**src/sv/fdaow_pkg.sv**
```systemverilog
`timescale 1ns / 1ps
`default_nettype none

package fdaow_pkg;

	// Largest image side handled, and the widths that follow from it.
	localparam int MAX_DIM = 8192;
	// A side length, 1 .. MAX_DIM.
	localparam int DIM_W   = $clog2(MAX_DIM + 1);
	// A position inside a side, 0 .. MAX_DIM-1.
	localparam int POS_W   = $clog2(MAX_DIM);
	// Product of two side lengths, up to MAX_DIM squared.
	localparam int PROD_W  = 2 * POS_W + 1;
	// Bit counter of the serial divider.
	localparam int CNT_W   = $clog2(PROD_W + 1);
	// Colour component width.
	localparam int COL_W   = 8;

	// Configuration register indexes.
	localparam int REG_IDX_W = 2;
	localparam logic [REG_IDX_W-1:0] REG_SOURCE_WIDTH  = 2'd0;
	localparam logic [REG_IDX_W-1:0] REG_SOURCE_HEIGHT = 2'd1;
	localparam logic [REG_IDX_W-1:0] REG_MAX_WIDTH     = 2'd2;
	localparam logic [REG_IDX_W-1:0] REG_MAX_HEIGHT    = 2'd3;

	// Commands from the controller to the datapath.
	typedef struct packed {
		logic accept;
		logic fit_mul;
		logic fit_div;
		logic fit_direct;
		logic fit_load;
		logic emit;
		logic step_mul;
		logic step_div;
		logic step_load;
		logic advance;
	} fdaow_cmd_t;

	// Status from the datapath to the controller.
	typedef struct packed {
		logic frame_start;
		logic fit_needed;
		logic hit;
		logic out_busy;
		logic row_wrap;
		logic row_more;
		logic div_done;
	} fdaow_status_t;

endpackage

`default_nettype wire

```
**src/sv/fdaow_div.sv**
```systemverilog
`timescale 1ns / 1ps
`default_nettype none

module fdaow_div
	import fdaow_pkg::*;
(
	input  wire logic              clk,
	input  wire logic              arst_n,
	input  wire logic              start,
	input  wire logic [PROD_W-1:0] dividend,
	input  wire logic [DIM_W-1:0]  divisor,
	output logic      [PROD_W-1:0] quotient,
	output logic                   done
);

	logic [PROD_W-1:0] quo_q;
	logic [DIM_W-1:0]  rem_q;
	logic [DIM_W-1:0]  div_q;
	logic [CNT_W-1:0]  cnt_q;
	logic              busy_q;
	logic              done_q;
	logic [DIM_W:0]    shifted;
	logic              fits;
	logic [DIM_W:0]    diff;

	// One restoring step: bring down the next dividend bit and try a subtract.
	always_comb begin
		shifted = {rem_q, quo_q[PROD_W-1]};
		fits    = shifted >= {1'b0, div_q};
		diff    = shifted - {1'b0, div_q};
	end

	// Sequencing of the bit steps, one quotient bit per cycle.
	always_ff @(posedge clk or negedge arst_n) begin
		if (!arst_n) begin
			busy_q <= 1'b0;
			done_q <= 1'b0;
			cnt_q  <= '0;
		end else begin
			done_q <= 1'b0;
			if (start) begin
				busy_q <= 1'b1;
				cnt_q  <= CNT_W'(PROD_W);
			end else if (busy_q) begin
				cnt_q <= cnt_q - 1'b1;
				if (cnt_q == CNT_W'(1)) begin
					busy_q <= 1'b0;
					done_q <= 1'b1;
				end
			end
		end
	end

	// Operand and partial remainder registers.
	always_ff @(posedge clk) begin
		if (start) begin
			quo_q <= dividend;
			rem_q <= '0;
			div_q <= divisor;
		end else if (busy_q) begin
			quo_q <= {quo_q[PROD_W-2:0], fits};
			rem_q <= fits ? diff[DIM_W-1:0] : shifted[DIM_W-1:0];
		end
	end

	assign quotient = quo_q;
	assign done     = done_q;

endmodule

`default_nettype wire

```
**src/sv/fdaow_datapath.sv**
```systemverilog
`timescale 1ns / 1ps
`default_nettype none

module fdaow_datapath
	import fdaow_pkg::*;
(
	input  wire logic                 clk,
	input  wire logic                 arst_n,
	input  wire logic                 cfg_write,
	input  wire logic [REG_IDX_W-1:0] cfg_index,
	input  wire logic [DIM_W-1:0]     cfg_data,
	input  wire logic [COL_W-1:0]     red_in,
	input  wire logic [COL_W-1:0]     green_in,
	input  wire logic [COL_W-1:0]     blue_in,
	input  wire logic [COL_W-1:0]     alpha_in,
	input  wire fdaow_cmd_t           cmd,
	output fdaow_status_t             status,
	input  wire logic                 out_stall,
	output logic                      out_valid,
	output logic      [COL_W-1:0]     red_out,
	output logic      [COL_W-1:0]     green_out,
	output logic      [COL_W-1:0]     blue_out,
	output logic      [DIM_W-1:0]     fitted_width,
	output logic      [DIM_W-1:0]     fitted_height,
	output logic                      frame_end
);

	// Saturate a register value into 1 .. MAX_DIM.
	function automatic logic [DIM_W-1:0] clamp_dim(input logic [DIM_W-1:0] v);
		logic [DIM_W-1:0] r;
		r = v;
		if (v == '0)
			r = DIM_W'(1);
		else if (v > DIM_W'(MAX_DIM))
			r = DIM_W'(MAX_DIM);
		return r;
	endfunction

	function automatic logic [PROD_W-1:0] mul_dim(input logic [DIM_W-1:0] a,
			input logic [DIM_W-1:0] b);
		logic [2*DIM_W-1:0] p;
		p = (2*DIM_W)'(a) * (2*DIM_W)'(b);
		return p[PROD_W-1:0];
	endfunction

	// Colour over white with rounding; the divide by 255 is an add-and-shift.
	function automatic logic [COL_W-1:0] blend(input logic [COL_W-1:0] c,
			input logic [COL_W-1:0] a);
		logic [2*COL_W-1:0] x;
		logic [2*COL_W:0]   y;
		x = (2*COL_W)'(c) * (2*COL_W)'(a)
			+ (2*COL_W)'(8'hFF) * (2*COL_W)'(8'hFF - a)
			+ (2*COL_W)'(8'h7F);
		y = (2*COL_W+1)'(x) + (2*COL_W+1)'(x >> COL_W) + (2*COL_W+1)'(1);
		return y[2*COL_W-1:COL_W];
	endfunction

	// Configuration registers.
	logic [DIM_W-1:0] src_w_q, src_h_q, max_w_q, max_h_q;
	// Frame state.
	logic [POS_W-1:0] col_q, row_q, want_col_q, want_row_q;
	logic [DIM_W-1:0] out_col_q, out_row_q, out_w_q, out_h_q;
	logic             fit_h_q;
	logic             step_row_q;
	// Held item and products.
	logic [COL_W-1:0]  red_q, green_q, blue_q, alpha_q;
	logic [PROD_W-1:0] prod_a_q, prod_b_q;
	// Output register.
	logic              out_valid_q;
	logic [COL_W-1:0]  red_out_q, green_out_q, blue_out_q;
	logic [DIM_W-1:0]  fw_q, fh_q;
	logic              frame_end_q;

	logic [DIM_W-1:0]  sw, sh, mw, mh;
	logic [DIM_W:0]    col_inc, row_inc, out_col_inc, out_row_inc;
	logic              div_start;
	logic [PROD_W-1:0] div_dividend;
	logic [DIM_W-1:0]  div_divisor;
	logic [PROD_W-1:0] div_quotient;
	logic              div_done;
	logic [DIM_W-1:0]  fit_q;

	// Clamped sizes and incremented counters.
	always_comb begin
		sw          = clamp_dim(src_w_q);
		sh          = clamp_dim(src_h_q);
		mw          = clamp_dim(max_w_q);
		mh          = clamp_dim(max_h_q);
		col_inc     = (DIM_W+1)'(col_q) + 1'b1;
		row_inc     = (DIM_W+1)'(row_q) + 1'b1;
		out_col_inc = {1'b0, out_col_q} + 1'b1;
		out_row_inc = {1'b0, out_row_q} + 1'b1;
		fit_q       = div_quotient[DIM_W-1:0];
	end

	// Status towards the controller.
	always_comb begin
		status.frame_start = (col_q == '0) && (row_q == '0);
		status.fit_needed  = (sw > mw) || (sh > mh);
		status.hit         = (out_row_q < out_h_q) && (out_col_q < out_w_q)
			&& (col_q == want_col_q) && (row_q == want_row_q);
		status.out_busy    = out_valid_q && out_stall;
		status.row_wrap    = out_col_inc >= {1'b0, out_w_q};
		status.row_more    = out_row_inc < {1'b0, out_h_q};
		status.div_done    = div_done;
	end

	// Divider operands: the fit side, or the next wanted source position.
	always_comb begin
		div_start = cmd.fit_div || cmd.step_div;
		if (cmd.fit_div) begin
			div_dividend = (prod_a_q > prod_b_q) ? prod_b_q : prod_a_q;
			div_divisor  = (prod_a_q > prod_b_q) ? sw : sh;
		end else begin
			div_dividend = prod_a_q;
			div_divisor  = step_row_q ? out_h_q : out_w_q;
		end
	end

	fdaow_div u_div (
		.clk      (clk),
		.arst_n   (arst_n),
		.start    (div_start),
		.dividend (div_dividend),
		.divisor  (div_divisor),
		.quotient (div_quotient),
		.done     (div_done)
	);

	// Configuration writes.
	always_ff @(posedge clk or negedge arst_n) begin
		if (!arst_n) begin
			src_w_q <= DIM_W'(1);
			src_h_q <= DIM_W'(1);
			max_w_q <= DIM_W'(MAX_DIM);
			max_h_q <= DIM_W'(MAX_DIM);
		end else if (cfg_write) begin
			unique case (cfg_index)
				REG_SOURCE_WIDTH:  src_w_q <= cfg_data;
				REG_SOURCE_HEIGHT: src_h_q <= cfg_data;
				REG_MAX_WIDTH:     max_w_q <= cfg_data;
				REG_MAX_HEIGHT:    max_h_q <= cfg_data;
				default: ;
			endcase
		end
	end

	// Source position, fitted size and output pixel counters.
	always_ff @(posedge clk or negedge arst_n) begin
		if (!arst_n) begin
			col_q      <= '0;
			row_q      <= '0;
			out_col_q  <= '0;
			out_row_q  <= '0;
			want_col_q <= '0;
			want_row_q <= '0;
			out_w_q    <= DIM_W'(1);
			out_h_q    <= DIM_W'(1);
			fit_h_q    <= 1'b0;
			step_row_q <= 1'b0;
		end else begin
			if (cmd.fit_mul) begin
				out_col_q  <= '0;
				out_row_q  <= '0;
				want_col_q <= '0;
				want_row_q <= '0;
			end
			if (cmd.fit_div)
				fit_h_q <= prod_a_q > prod_b_q;
			if (cmd.fit_direct) begin
				out_w_q <= sw;
				out_h_q <= sh;
			end
			if (cmd.fit_load) begin
				if (fit_h_q) begin
					out_w_q <= mw;
					out_h_q <= (fit_q == '0) ? DIM_W'(1) : fit_q;
				end else begin
					out_w_q <= (fit_q == '0) ? DIM_W'(1) : fit_q;
					out_h_q <= mh;
				end
			end
			if (cmd.emit) begin
				step_row_q <= status.row_wrap;
				if (status.row_wrap) begin
					out_col_q  <= '0;
					out_row_q  <= out_row_inc[DIM_W-1:0];
					want_col_q <= '0;
				end else begin
					out_col_q <= out_col_inc[DIM_W-1:0];
				end
			end
			if (cmd.step_load) begin
				if (step_row_q)
					want_row_q <= div_quotient[POS_W-1:0];
				else
					want_col_q <= div_quotient[POS_W-1:0];
			end
			if (cmd.advance) begin
				if (col_inc >= (DIM_W+1)'(sw)) begin
					col_q <= '0;
					row_q <= (row_inc >= (DIM_W+1)'(sh)) ? '0 : row_inc[POS_W-1:0];
				end else begin
					col_q <= col_inc[POS_W-1:0];
				end
			end
		end
	end

	// Held item and products for the divider.
	always_ff @(posedge clk) begin
		if (cmd.accept) begin
			red_q   <= red_in;
			green_q <= green_in;
			blue_q  <= blue_in;
			alpha_q <= alpha_in;
		end
		if (cmd.fit_mul) begin
			prod_a_q <= mul_dim(sw, mh);
			prod_b_q <= mul_dim(sh, mw);
		end else if (cmd.step_mul) begin
			prod_a_q <= step_row_q ? mul_dim(out_row_q, sh) : mul_dim(out_col_q, sw);
		end
	end

	// Output register valid flag.
	always_ff @(posedge clk or negedge arst_n) begin
		if (!arst_n)
			out_valid_q <= 1'b0;
		else if (cmd.emit)
			out_valid_q <= 1'b1;
		else if (!out_stall)
			out_valid_q <= 1'b0;
	end

	// Output register payload.
	always_ff @(posedge clk) begin
		if (cmd.emit) begin
			red_out_q   <= blend(red_q, alpha_q);
			green_out_q <= blend(green_q, alpha_q);
			blue_out_q  <= blend(blue_q, alpha_q);
			fw_q        <= out_w_q;
			fh_q        <= out_h_q;
			frame_end_q <= (out_row_inc == {1'b0, out_h_q})
				&& (out_col_inc == {1'b0, out_w_q});
		end
	end

	assign out_valid     = out_valid_q;
	assign red_out       = red_out_q;
	assign green_out     = green_out_q;
	assign blue_out      = blue_out_q;
	assign fitted_width  = fw_q;
	assign fitted_height = fh_q;
	assign frame_end     = frame_end_q;

endmodule

`default_nettype wire

```
**src/sv/fdaow_ctrl.sv**
```systemverilog
`timescale 1ns / 1ps
`default_nettype none

module fdaow_ctrl
	import fdaow_pkg::*;
(
	input  wire logic          clk,
	input  wire logic          arst_n,
	input  wire logic          in_valid,
	output logic               in_stall,
	input  wire fdaow_status_t status,
	output fdaow_cmd_t         cmd
);

	typedef enum logic [2:0] {
		S_IDLE,
		S_FIT_MUL,
		S_FIT_SEL,
		S_FIT_WAIT,
		S_CHECK,
		S_STEP_MUL,
		S_STEP_DIV,
		S_STEP_WAIT
	} state_t;

	state_t state_q, state_d;

	// Next state and commands for the datapath.
	always_comb begin
		cmd     = '0;
		state_d = state_q;
		unique case (state_q)
			S_IDLE: begin
				if (in_valid) begin
					cmd.accept = 1'b1;
					state_d    = status.frame_start ? S_FIT_MUL : S_CHECK;
				end
			end
			S_FIT_MUL: begin
				cmd.fit_mul = 1'b1;
				state_d     = S_FIT_SEL;
			end
			S_FIT_SEL: begin
				if (status.fit_needed) begin
					cmd.fit_div = 1'b1;
					state_d     = S_FIT_WAIT;
				end else begin
					cmd.fit_direct = 1'b1;
					state_d        = S_CHECK;
				end
			end
			S_FIT_WAIT: begin
				if (status.div_done) begin
					cmd.fit_load = 1'b1;
					state_d      = S_CHECK;
				end
			end
			S_CHECK: begin
				if (!status.hit) begin
					cmd.advance = 1'b1;
					state_d     = S_IDLE;
				end else if (!status.out_busy) begin
					cmd.emit = 1'b1;
					if (status.row_wrap && !status.row_more) begin
						cmd.advance = 1'b1;
						state_d     = S_IDLE;
					end else begin
						state_d = S_STEP_MUL;
					end
				end
			end
			S_STEP_MUL: begin
				cmd.step_mul = 1'b1;
				state_d      = S_STEP_DIV;
			end
			S_STEP_DIV: begin
				cmd.step_div = 1'b1;
				state_d      = S_STEP_WAIT;
			end
			S_STEP_WAIT: begin
				if (status.div_done) begin
					cmd.step_load = 1'b1;
					cmd.advance   = 1'b1;
					state_d       = S_IDLE;
				end
			end
			default: state_d = S_IDLE;
		endcase
	end

	// State register.
	always_ff @(posedge clk or negedge arst_n) begin
		if (!arst_n)
			state_q <= S_IDLE;
		else
			state_q <= state_d;
	end

	assign in_stall = (state_q != S_IDLE);

endmodule

`default_nettype wire

```
**src/sv/fit_downscale_alpha_over_white.sv**
```systemverilog
`timescale 1ns / 1ps
`default_nettype none

// Channel  Handshake                Payload
// in       in_valid / in_stall      red_in, green_in, blue_in, alpha_in
// out      out_valid / out_stall    red_out, green_out, blue_out, fitted_width,
//                                   fitted_height, frame_end
// cfg      cfg_write                cfg_index, cfg_data
//
// An item that yields no pixel, or the last pixel of a frame, needs no division; any
// other pixel waits for the bit-serial divider (one bit a cycle over the
// 27-bit product) to work out the next wanted source position.
// The first item of a frame also goes through the fit, which uses the divider to scale a side.
// Reset is asynchronous and active low; it restores the register defaults.
// A stalled output holds its item; the next item is taken but waits if it yields a pixel.

module fit_downscale_alpha_over_white
	import fdaow_pkg::*;
(
	input  wire logic                 clk,
	input  wire logic                 arst_n,
	input  wire logic                 cfg_write,
	input  wire logic [REG_IDX_W-1:0] cfg_index,
	input  wire logic [DIM_W-1:0]     cfg_data,
	input  wire logic                 in_valid,
	output logic                      in_stall,
	input  wire logic [COL_W-1:0]     red_in,
	input  wire logic [COL_W-1:0]     green_in,
	input  wire logic [COL_W-1:0]     blue_in,
	input  wire logic [COL_W-1:0]     alpha_in,
	output logic                      out_valid,
	input  wire logic                 out_stall,
	output logic      [COL_W-1:0]     red_out,
	output logic      [COL_W-1:0]     green_out,
	output logic      [COL_W-1:0]     blue_out,
	output logic      [DIM_W-1:0]     fitted_width,
	output logic      [DIM_W-1:0]     fitted_height,
	output logic                      frame_end
);

	fdaow_cmd_t    cmd;
	fdaow_status_t status;

	// Sequencer for the fit, pixel selection and position update.
	fdaow_ctrl u_ctrl (
		.clk      (clk),
		.arst_n   (arst_n),
		.in_valid (in_valid),
		.in_stall (in_stall),
		.status   (status),
		.cmd      (cmd)
	);

	// Counters, divider, blending and output register.
	fdaow_datapath u_datapath (
		.clk           (clk),
		.arst_n        (arst_n),
		.cfg_write     (cfg_write),
		.cfg_index     (cfg_index),
		.cfg_data      (cfg_data),
		.red_in        (red_in),
		.green_in      (green_in),
		.blue_in       (blue_in),
		.alpha_in      (alpha_in),
		.cmd           (cmd),
		.status        (status),
		.out_stall     (out_stall),
		.out_valid     (out_valid),
		.red_out       (red_out),
		.green_out     (green_out),
		.blue_out      (blue_out),
		.fitted_width  (fitted_width),
		.fitted_height (fitted_height),
		.frame_end     (frame_end)
	);

endmodule

`default_nettype wire
```
**config.mk**
```make
export PLATFORM = sky130hd
export DESIGN_NAME = fit_downscale_alpha_over_white
export DESIGN_NICKNAME = d
export VERILOG_FILES = /design/src/sv/fdaow_pkg.sv /design/src/sv/fdaow_div.sv /design/src/sv/fdaow_datapath.sv /design/src/sv/fdaow_ctrl.sv /design/src/sv/fit_downscale_alpha_over_white.sv
export SDC_FILE = /design/constraint.sdc
export NUM_CORES = 2
export LEC_CHECK = 0
export BUFFER_PORTS_ARGS = -buffer_cell sky130_fd_sc_hd__buf_4
export CAP_MARGIN = 5
export CORE_MARGIN = 10
export CORE_UTILIZATION = 35
export DETAILED_ROUTE_END_ITERATION = 16
export GPL_TIMING_DRIVEN = 0
export PLACE_DENSITY = 0.48
export SLEW_MARGIN = 5
export SYNTH_ARGS = -nofsm -noshare
export SYNTH_HDL_FRONTEND = slang
export SYNTH_HIERARCHICAL = 1
export SYNTH_SLANG_ARGS = --single-unit
```
**constraint.sdc**
```tcl
create_clock -name clk -period 10.1 [get_ports clk]
set_input_delay 0 -clock clk [delete_from_list [all_inputs] [get_ports clk]]
set_output_delay 0 -clock clk [all_outputs]
set_load 0.005 [all_outputs]
```
# Word-level counts from Yosys, hierarchy flattened
# Cells that the tools add are included.
[totals]
inputBits = 53
register_bits = 371
[classes]
n_lt_le_gt_ge = 14
mux = 80
addsub = 19
reduce_logical = 30
n_eq_ne = 20
mul = 8
[ops]
columns = ["op", "n"]
rows = [
  ["2-to-1 mux 14 bit", 25],
  ["2-to-1 mux 27 bit", 7],
  ["2-to-1 mux 13 bit", 10],
  ["multiplier 14 x 14 -> 27 bit", 4],
  ["logical NOT 14 bit", 5],
  [">= comparator 15 x 14 -> 1 bit", 4],
  ["greater-than comparator 14 bit, second input constant", 4],
  ["adder 16 x 1 -> 16 bit, second input constant", 3],
  ["adder 16 bit", 3],
  ["adder 16 x 7 -> 16 bit, second input constant", 3],
  ["adder 16 x 8 -> 16 bit", 3],
  ["multiplier 8 x 8 -> 16 bit", 3],
  ["adder 14 x 1 -> 15 bit, second input constant", 2],
  ["== test 15 x 14 -> 1 bit", 2],
  ["adder 13 x 1 -> 14 bit, second input constant", 2],
  ["greater-than comparator 14 bit", 2],
  ["less-than comparator 14 bit", 2],
  ["greater-than comparator 27 bit", 1],
  ["== test 13 bit", 2],
  ["logical NOT 13 bit", 2],
  ["2-to-1 mux 1 bit", 24],
  ["2-to-1 mux 3 bit", 8],
  ["case mux 3 bit (8 select lines)", 1],
  ["multiplier 8 x 16 -> 16 bit, first input constant", 1],
  ["other kinds (25)", 48],
]

# Longest topological paths before layout
[logic_depth]
depth_word = 9
mapped_depth = 37
ltp_nobuf = 36

# Cells and area by module
# The synthesis kept the hierarchy.
[modules_own_cells]
columns = ["mod", "cells_per_inst", "seq_area_each_um2", "instances", "area_each_um2"]
rows = [
  ["fdaow_datapath", 5902, 8360.5, 1, 53053.4],
  ["fdaow_div", 288, 1686.6, 1, 3299.4],
  ["fdaow_ctrl", 46, 75.1, 1, 371.6],
]

# Worst setup path after synthesis
# OpenSTA, ideal clock, no wires.
[synth_path]
path_kind = "register to register"
startpoint = "register u_datapath.alpha_q[0]"
endpoint = "register u_datapath.red_out_q[6], in the netlist u_datapath/red_out[6] (data pin)"
n_path_buf = 1
slack_ns = 1.209
arrival_time_ns = 8.632
stages_incl_launch_ff = 34
period_less_slack_ns = 8.891
setup_time_ns = 0.259
cell_sequence = "edfxtp_1 > clkbuf_1 > inv_1 > fa_1 > fa_1 > ha_1 > inv_1 > fa_1 > inv_1 > ha_1 > a21o_1 > a21oi_1 > xnor2_1 > fa_1 > fa_1 > inv_1 > fa_1 > fa_1 > ha_1 > ha_1 > a21boi_0 > or2_2 > a31o_2 > a21o_1 > xnor2_2 > inv_2 > ha_1 > a211oi_1 > o21ai_0 > o21ai_0 > o21ai_1 > a21o_1 > a41o_1 > a211o_1"
[synth_between]
elab_chain_cells = 6
word_cells_on_any_way = 7
[synth_lines]
columns = ["item", "line_no", "rtl"]
rows = [
  ["start: declaration", "fdaow_datapath.sv:66", "logic [COL_W-1:0] red_q, green_q, blue_q, alpha_q;"],
  ["start signal: assignment", "fdaow_datapath.sv:216", "alpha_q <= alpha_in;"],
  ["subtractor 8 x 8 -> 9 bit", "fdaow_datapath.sv:52", "+ (2*COL_W)'(8'hFF) * (2*COL_W)'(8'hFF - a)"],
  ["multiplier 8 x 16 -> 16 bit", "fdaow_datapath.sv:52", ""],
  ["adder 16 bit *", "fdaow_datapath.sv:52", ""],
  ["adder 16 x 7 -> 16 bit *", "fdaow_datapath.sv:53", "+ (2*COL_W)'(8'h7F);"],
  ["adder 16 x 8 -> 16 bit *", "fdaow_datapath.sv:54", "y = (2*COL_W+1)'(x) + (2*COL_W+1)'(x >> COL_W) + (2*COL_W+1)'(1);"],
  ["adder 16 x 1 -> 16 bit *", "fdaow_datapath.sv:54", ""],
  ["end signal: assignment", "fdaow_datapath.sv:239", "red_out_q <= blend(red_q, alpha_q);"],
  ["end: declaration", "fdaow_datapath.sv:70", "logic [COL_W-1:0] red_out_q, green_out_q, blue_out_q;"],
]
# Every way passes the cells marked *; elsewhere a longest branch is shown, timed or not.
# A chain may end at the register's enable or synchronous reset.

# Worst setup path in the final report
[layout_path]
startpoint = "register u_datapath.alpha_q[1]"
endpoint = "register u_datapath.red_out_q[6], in the netlist u_datapath/red_out[6] (data pin)"
# Same word-level chain as after synthesis.

==> results.json <==
{
  "status": "completed",
  "fin_crit_ns": 9.606,
  "port_buffers": 107,
  "initial_core_util_pct": 35.29,
  "ys_warn_count": 6,
  "crit_path_frequent_cell": "fa_1",
  "num_rows": 147,
  "fin_crit_sh_pct": 95.10,
  "reg2reg_from": "u_datapath/alpha_q[1]$_DFFE_PP_",
  "synth_edf_count": 180,
  "critPathCaptureType": "flop",
  "worstSetupStartpointType": "flop",
  "arrival_ns": 10.00,
  "ios": 108,
  "max_freq_ghz": 0.1041,
  "vias_per_cell": 5.147,
  "track_usage_pct": 21.67,
  "nets": 7954,
  "gp_congestion": 0.9072,
  "postRouteAntennaNets": 0,
  "vias": 44630,
  "synth-seq-cells": 371,
  "critPathRequiredTime_ns": 10.49,
  "slew_violations": 0,
  "cts_root_buf": "clkbuf_16",
  "routed_wl_um": 195700,
  "cts_buffers": 50,
  "cts_tree": "done",
  "area_delta_synth_final_pct": 10.62,
  "synthFlopType": "edfxtp_1",
  "yosysSeqAreaShare_pct": 17.84,
  "r2r_slack_ns": 0.49,
  "hold_class": "primary input to flop",
  "syn_inst": 6236,
  "avgSynthCellArea_sq_um": 9.096,
  "drive_gt1_share_pct": 6.317,
  "finalSetupViolations": 0,
  "crit_end": "u_datapath/red_out[6]$_DFFE_PP_",
  "grt_max_degree": 88,
  "antenna_found_initial": 18,
  "grt_pass1_vias": 45700,
  "reg2regPathDepth": 33,
  "clkTransAtPathRegs_ns": 0.06,
  "clk_path_buf_depth": 3,
  "setup.worst_path.start": "u_datapath/alpha_q[1]$_DFFE_PP_",
  "timing.rr.end": "u_datapath/red_out[6]$_DFFE_PP_",
  "core-area_sq_um": 160800,
  "worst_pin_slew_ns": 1.396,
  "slowest_stage": "fa_1",
  "grt_overflow": 0,
  "synthesis.nets": 7725,
  "die_w_um": 422.6,
  "layout_setup_ws_ns": 0.4944,
  "clk_latency_ns": 0.68,
  "h-tree-depth": 2,
  "drt-pass1-iter-count": 5,
  "synth_cell_types": 102,
  "maxSlewHeadroom_pct": 6.953,
  "drt_iter0_drc": 3467,
  "worstPathMaxFanout": 9,
  "drc": 0,
  "grt_pass1_wl_um": 295100,
  "netlist_area_sq_um": 56720,
  "dp_cells": 8509,
  "hold_viol_final": 0,
  "final_cells": 8672,
  "die-height_um": 422.6,
  "wl_per_cell_um": 22.57,
  "dieArea_sq_um": 178600,
  "clock_sinks": 371,
  "post-dp-hpwl_um": 159400,
  "critPathMaxStageDelay_ns": 0.57,
  "skew_ns": 0.05426,
  "maxCapViolations": 0,
  "synthArstFlopShare_pct": 47.71,
  "worstSetupPathType": "flop to flop",
  "place_ws_ns": -0.8779
}
==> synthesized netlist by cell type (all sizes together), types with 12 or more instances <==
library cell | number | share of area (%)
a211oi | 52 | 0.71
a21o | 104 | 1.4
a21oi | 215 | 1.9
a31oi | 16 | 0.19
a32o | 13 | 0.23
and2 | 160 | 1.8
and3 | 50 | 0.55
buf | 31 | 0.28
clkbuf | 249 | 1.7
dfrtp | 171 | 7.5
dfxtp | 14 | 0.49
edfxtp | 180 | 9.5
fa | 740 | 26
ha | 696 | 15
inv | 1083 | 7.2
mux2 | 126 | 2.6
mux2i | 33 | 0.58
nand2 | 854 | 5.7
nand2b | 55 | 0.61
nand3 | 65 | 0.57
nand4 | 52 | 0.57
nor2 | 364 | 2.4
nor2b | 88 | 0.97
nor3 | 45 | 0.41
nor4 | 28 | 0.31
o211ai | 12 | 0.17
o21a | 46 | 0.61
o21ai | 201 | 1.8
o21bai | 21 | 0.28
o31ai | 13 | 0.17
xnor2 | 200 | 3.2
xor2 | 86 | 1.3
==> worst min-delay path by stage <==
stage	from	end	depth (start not counted)
2_1_floorplan	arst_n	u_ctrl/state_q[0]$_DFFE_PN0P_	0
3_3_place_gp	alpha_in[5]	u_datapath/alpha_q[5]$_DFFE_PP_	1
3_5_place_dp	arst_n	u_datapath/max_h_q[6]$_DFFE_PN0P_	1
4_1_cts	red_in[1]	u_datapath/red_q[1]$_DFFE_PP_	2
5_1_grt	red_in[1]	u_datapath/red_q[1]$_DFFE_PP_	2
6_report	red_in[1]	u_datapath/red_q[1]$_DFFE_PP_	2
==> cells by family after synthesis <==
logic type | after synthesis | share of synthesized area [%]
AO/OA/AOI/OAI | 802 | 9.178
XOR/XNOR | 288 | 4.568
adder cells (fa/ha/maj) | 1436 | 41.47
buffers and inverters | 1367 | 9.138
flip-flops | 371 | 17.84
multiplexers | 159 | 3.223
AND/OR/NAND/NOR | 1813 | 14.58
==> worst max-delay path, delay by kind of cell, from the launching register on <==
family | cells | cell delay (ns)
fa+ha+maj | 12 | 4.97
xor+xnor | 2 | 0.44
flops | 1 | 0.39
compound gates | 12 | 2.56
simple gates | 1 | 0.30
buf+inv | 6 | 0.66
==> routing by layer <==
layer  global-route usage, %  routed length [um]  vias up
li1                        -                   -    20490
met1                   29.19               84860    22560
met2                   36.27               92540     1323
met3                   2.452               11130      250
met4                   6.706                7169        2
met5                       0                   7        -
==> stage by stage <==
stage | TNS, ns | utilization (%) | cell area (sq um) | hold WS [ns]
floorplan | 0 | - | 56720 | -0.2956
global placement | -13.07 | 37.47 | 60230 | 0.1791
detailed placement | -11.28 | 37.57 | 60400 | 0.09717
CTS | 0 | 38.96 | 62620 | 0.001456
global route | -0.03701 | 39.03 | 62740 | 0.02366
finish | 0 | 39.04 | 62750 | 0.05069
==> final cells by class <==
cell class	count	area (sq um)
fillers	16540	98000
multi-input cells	4498	41520
flip-flops and latches	371	10120
inverters	1087	4088
well taps	2160	2703
repair buffers	177	1575
clock buffers	73	1379
plain buffers	280	1120
clock inverters	20	225.2
diodes	6	15.01
==> repair_timing <==
item                                    CTS  global route
hold endpoints to repair                182             0
resized for setup                         7            13
pin swaps                                 0             2
hold buffers                             56             0
endpoints found under the setup margin   24            12
cloned                                    0             0
buffers inserted                          1             7
==> cell usage in the layout (no fill, tap or decap), types with 10 or more instances in the layout <==
cell type,netlist,final
nor2_1,363,361
a31o_2,10,10
o211ai_1,11,11
buf_4,2,116
dfrtp_1,171,171
o21ai_1,17,17
inv_1,1079,1077
xnor2_1,196,194
xor2_1,86,83
edfxtp_1,180,180
a31oi_1,15,15
a32o_1,13,13
and3_1,50,49
mux2_2,105,105
o21bai_1,21,21
mux2_4,21,21
nor3_1,44,44
clkbuf_16,0,51
clkbuf_1,248,262
o31ai_1,13,13
o21ai_0,184,184
fa_1,740,740
a21o_1,104,104
a21oi_1,210,208
mux2i_1,33,33
nand2b_1,55,55
o21a_1,46,46
dfxtp_1,14,14
and2_1,159,159
nand4_1,52,52
nor2b_1,88,88
a211oi_1,50,49
dlygate4sd3_1,0,55
buf_1,21,21
nand3_1,65,65
ha_1,696,696
nand2_1,853,852
nor4_1,28,27
Power is left out: the tool's default activity adds up to more than one toggle a clock period on the data nets, which glitch-free logic cannot reach.
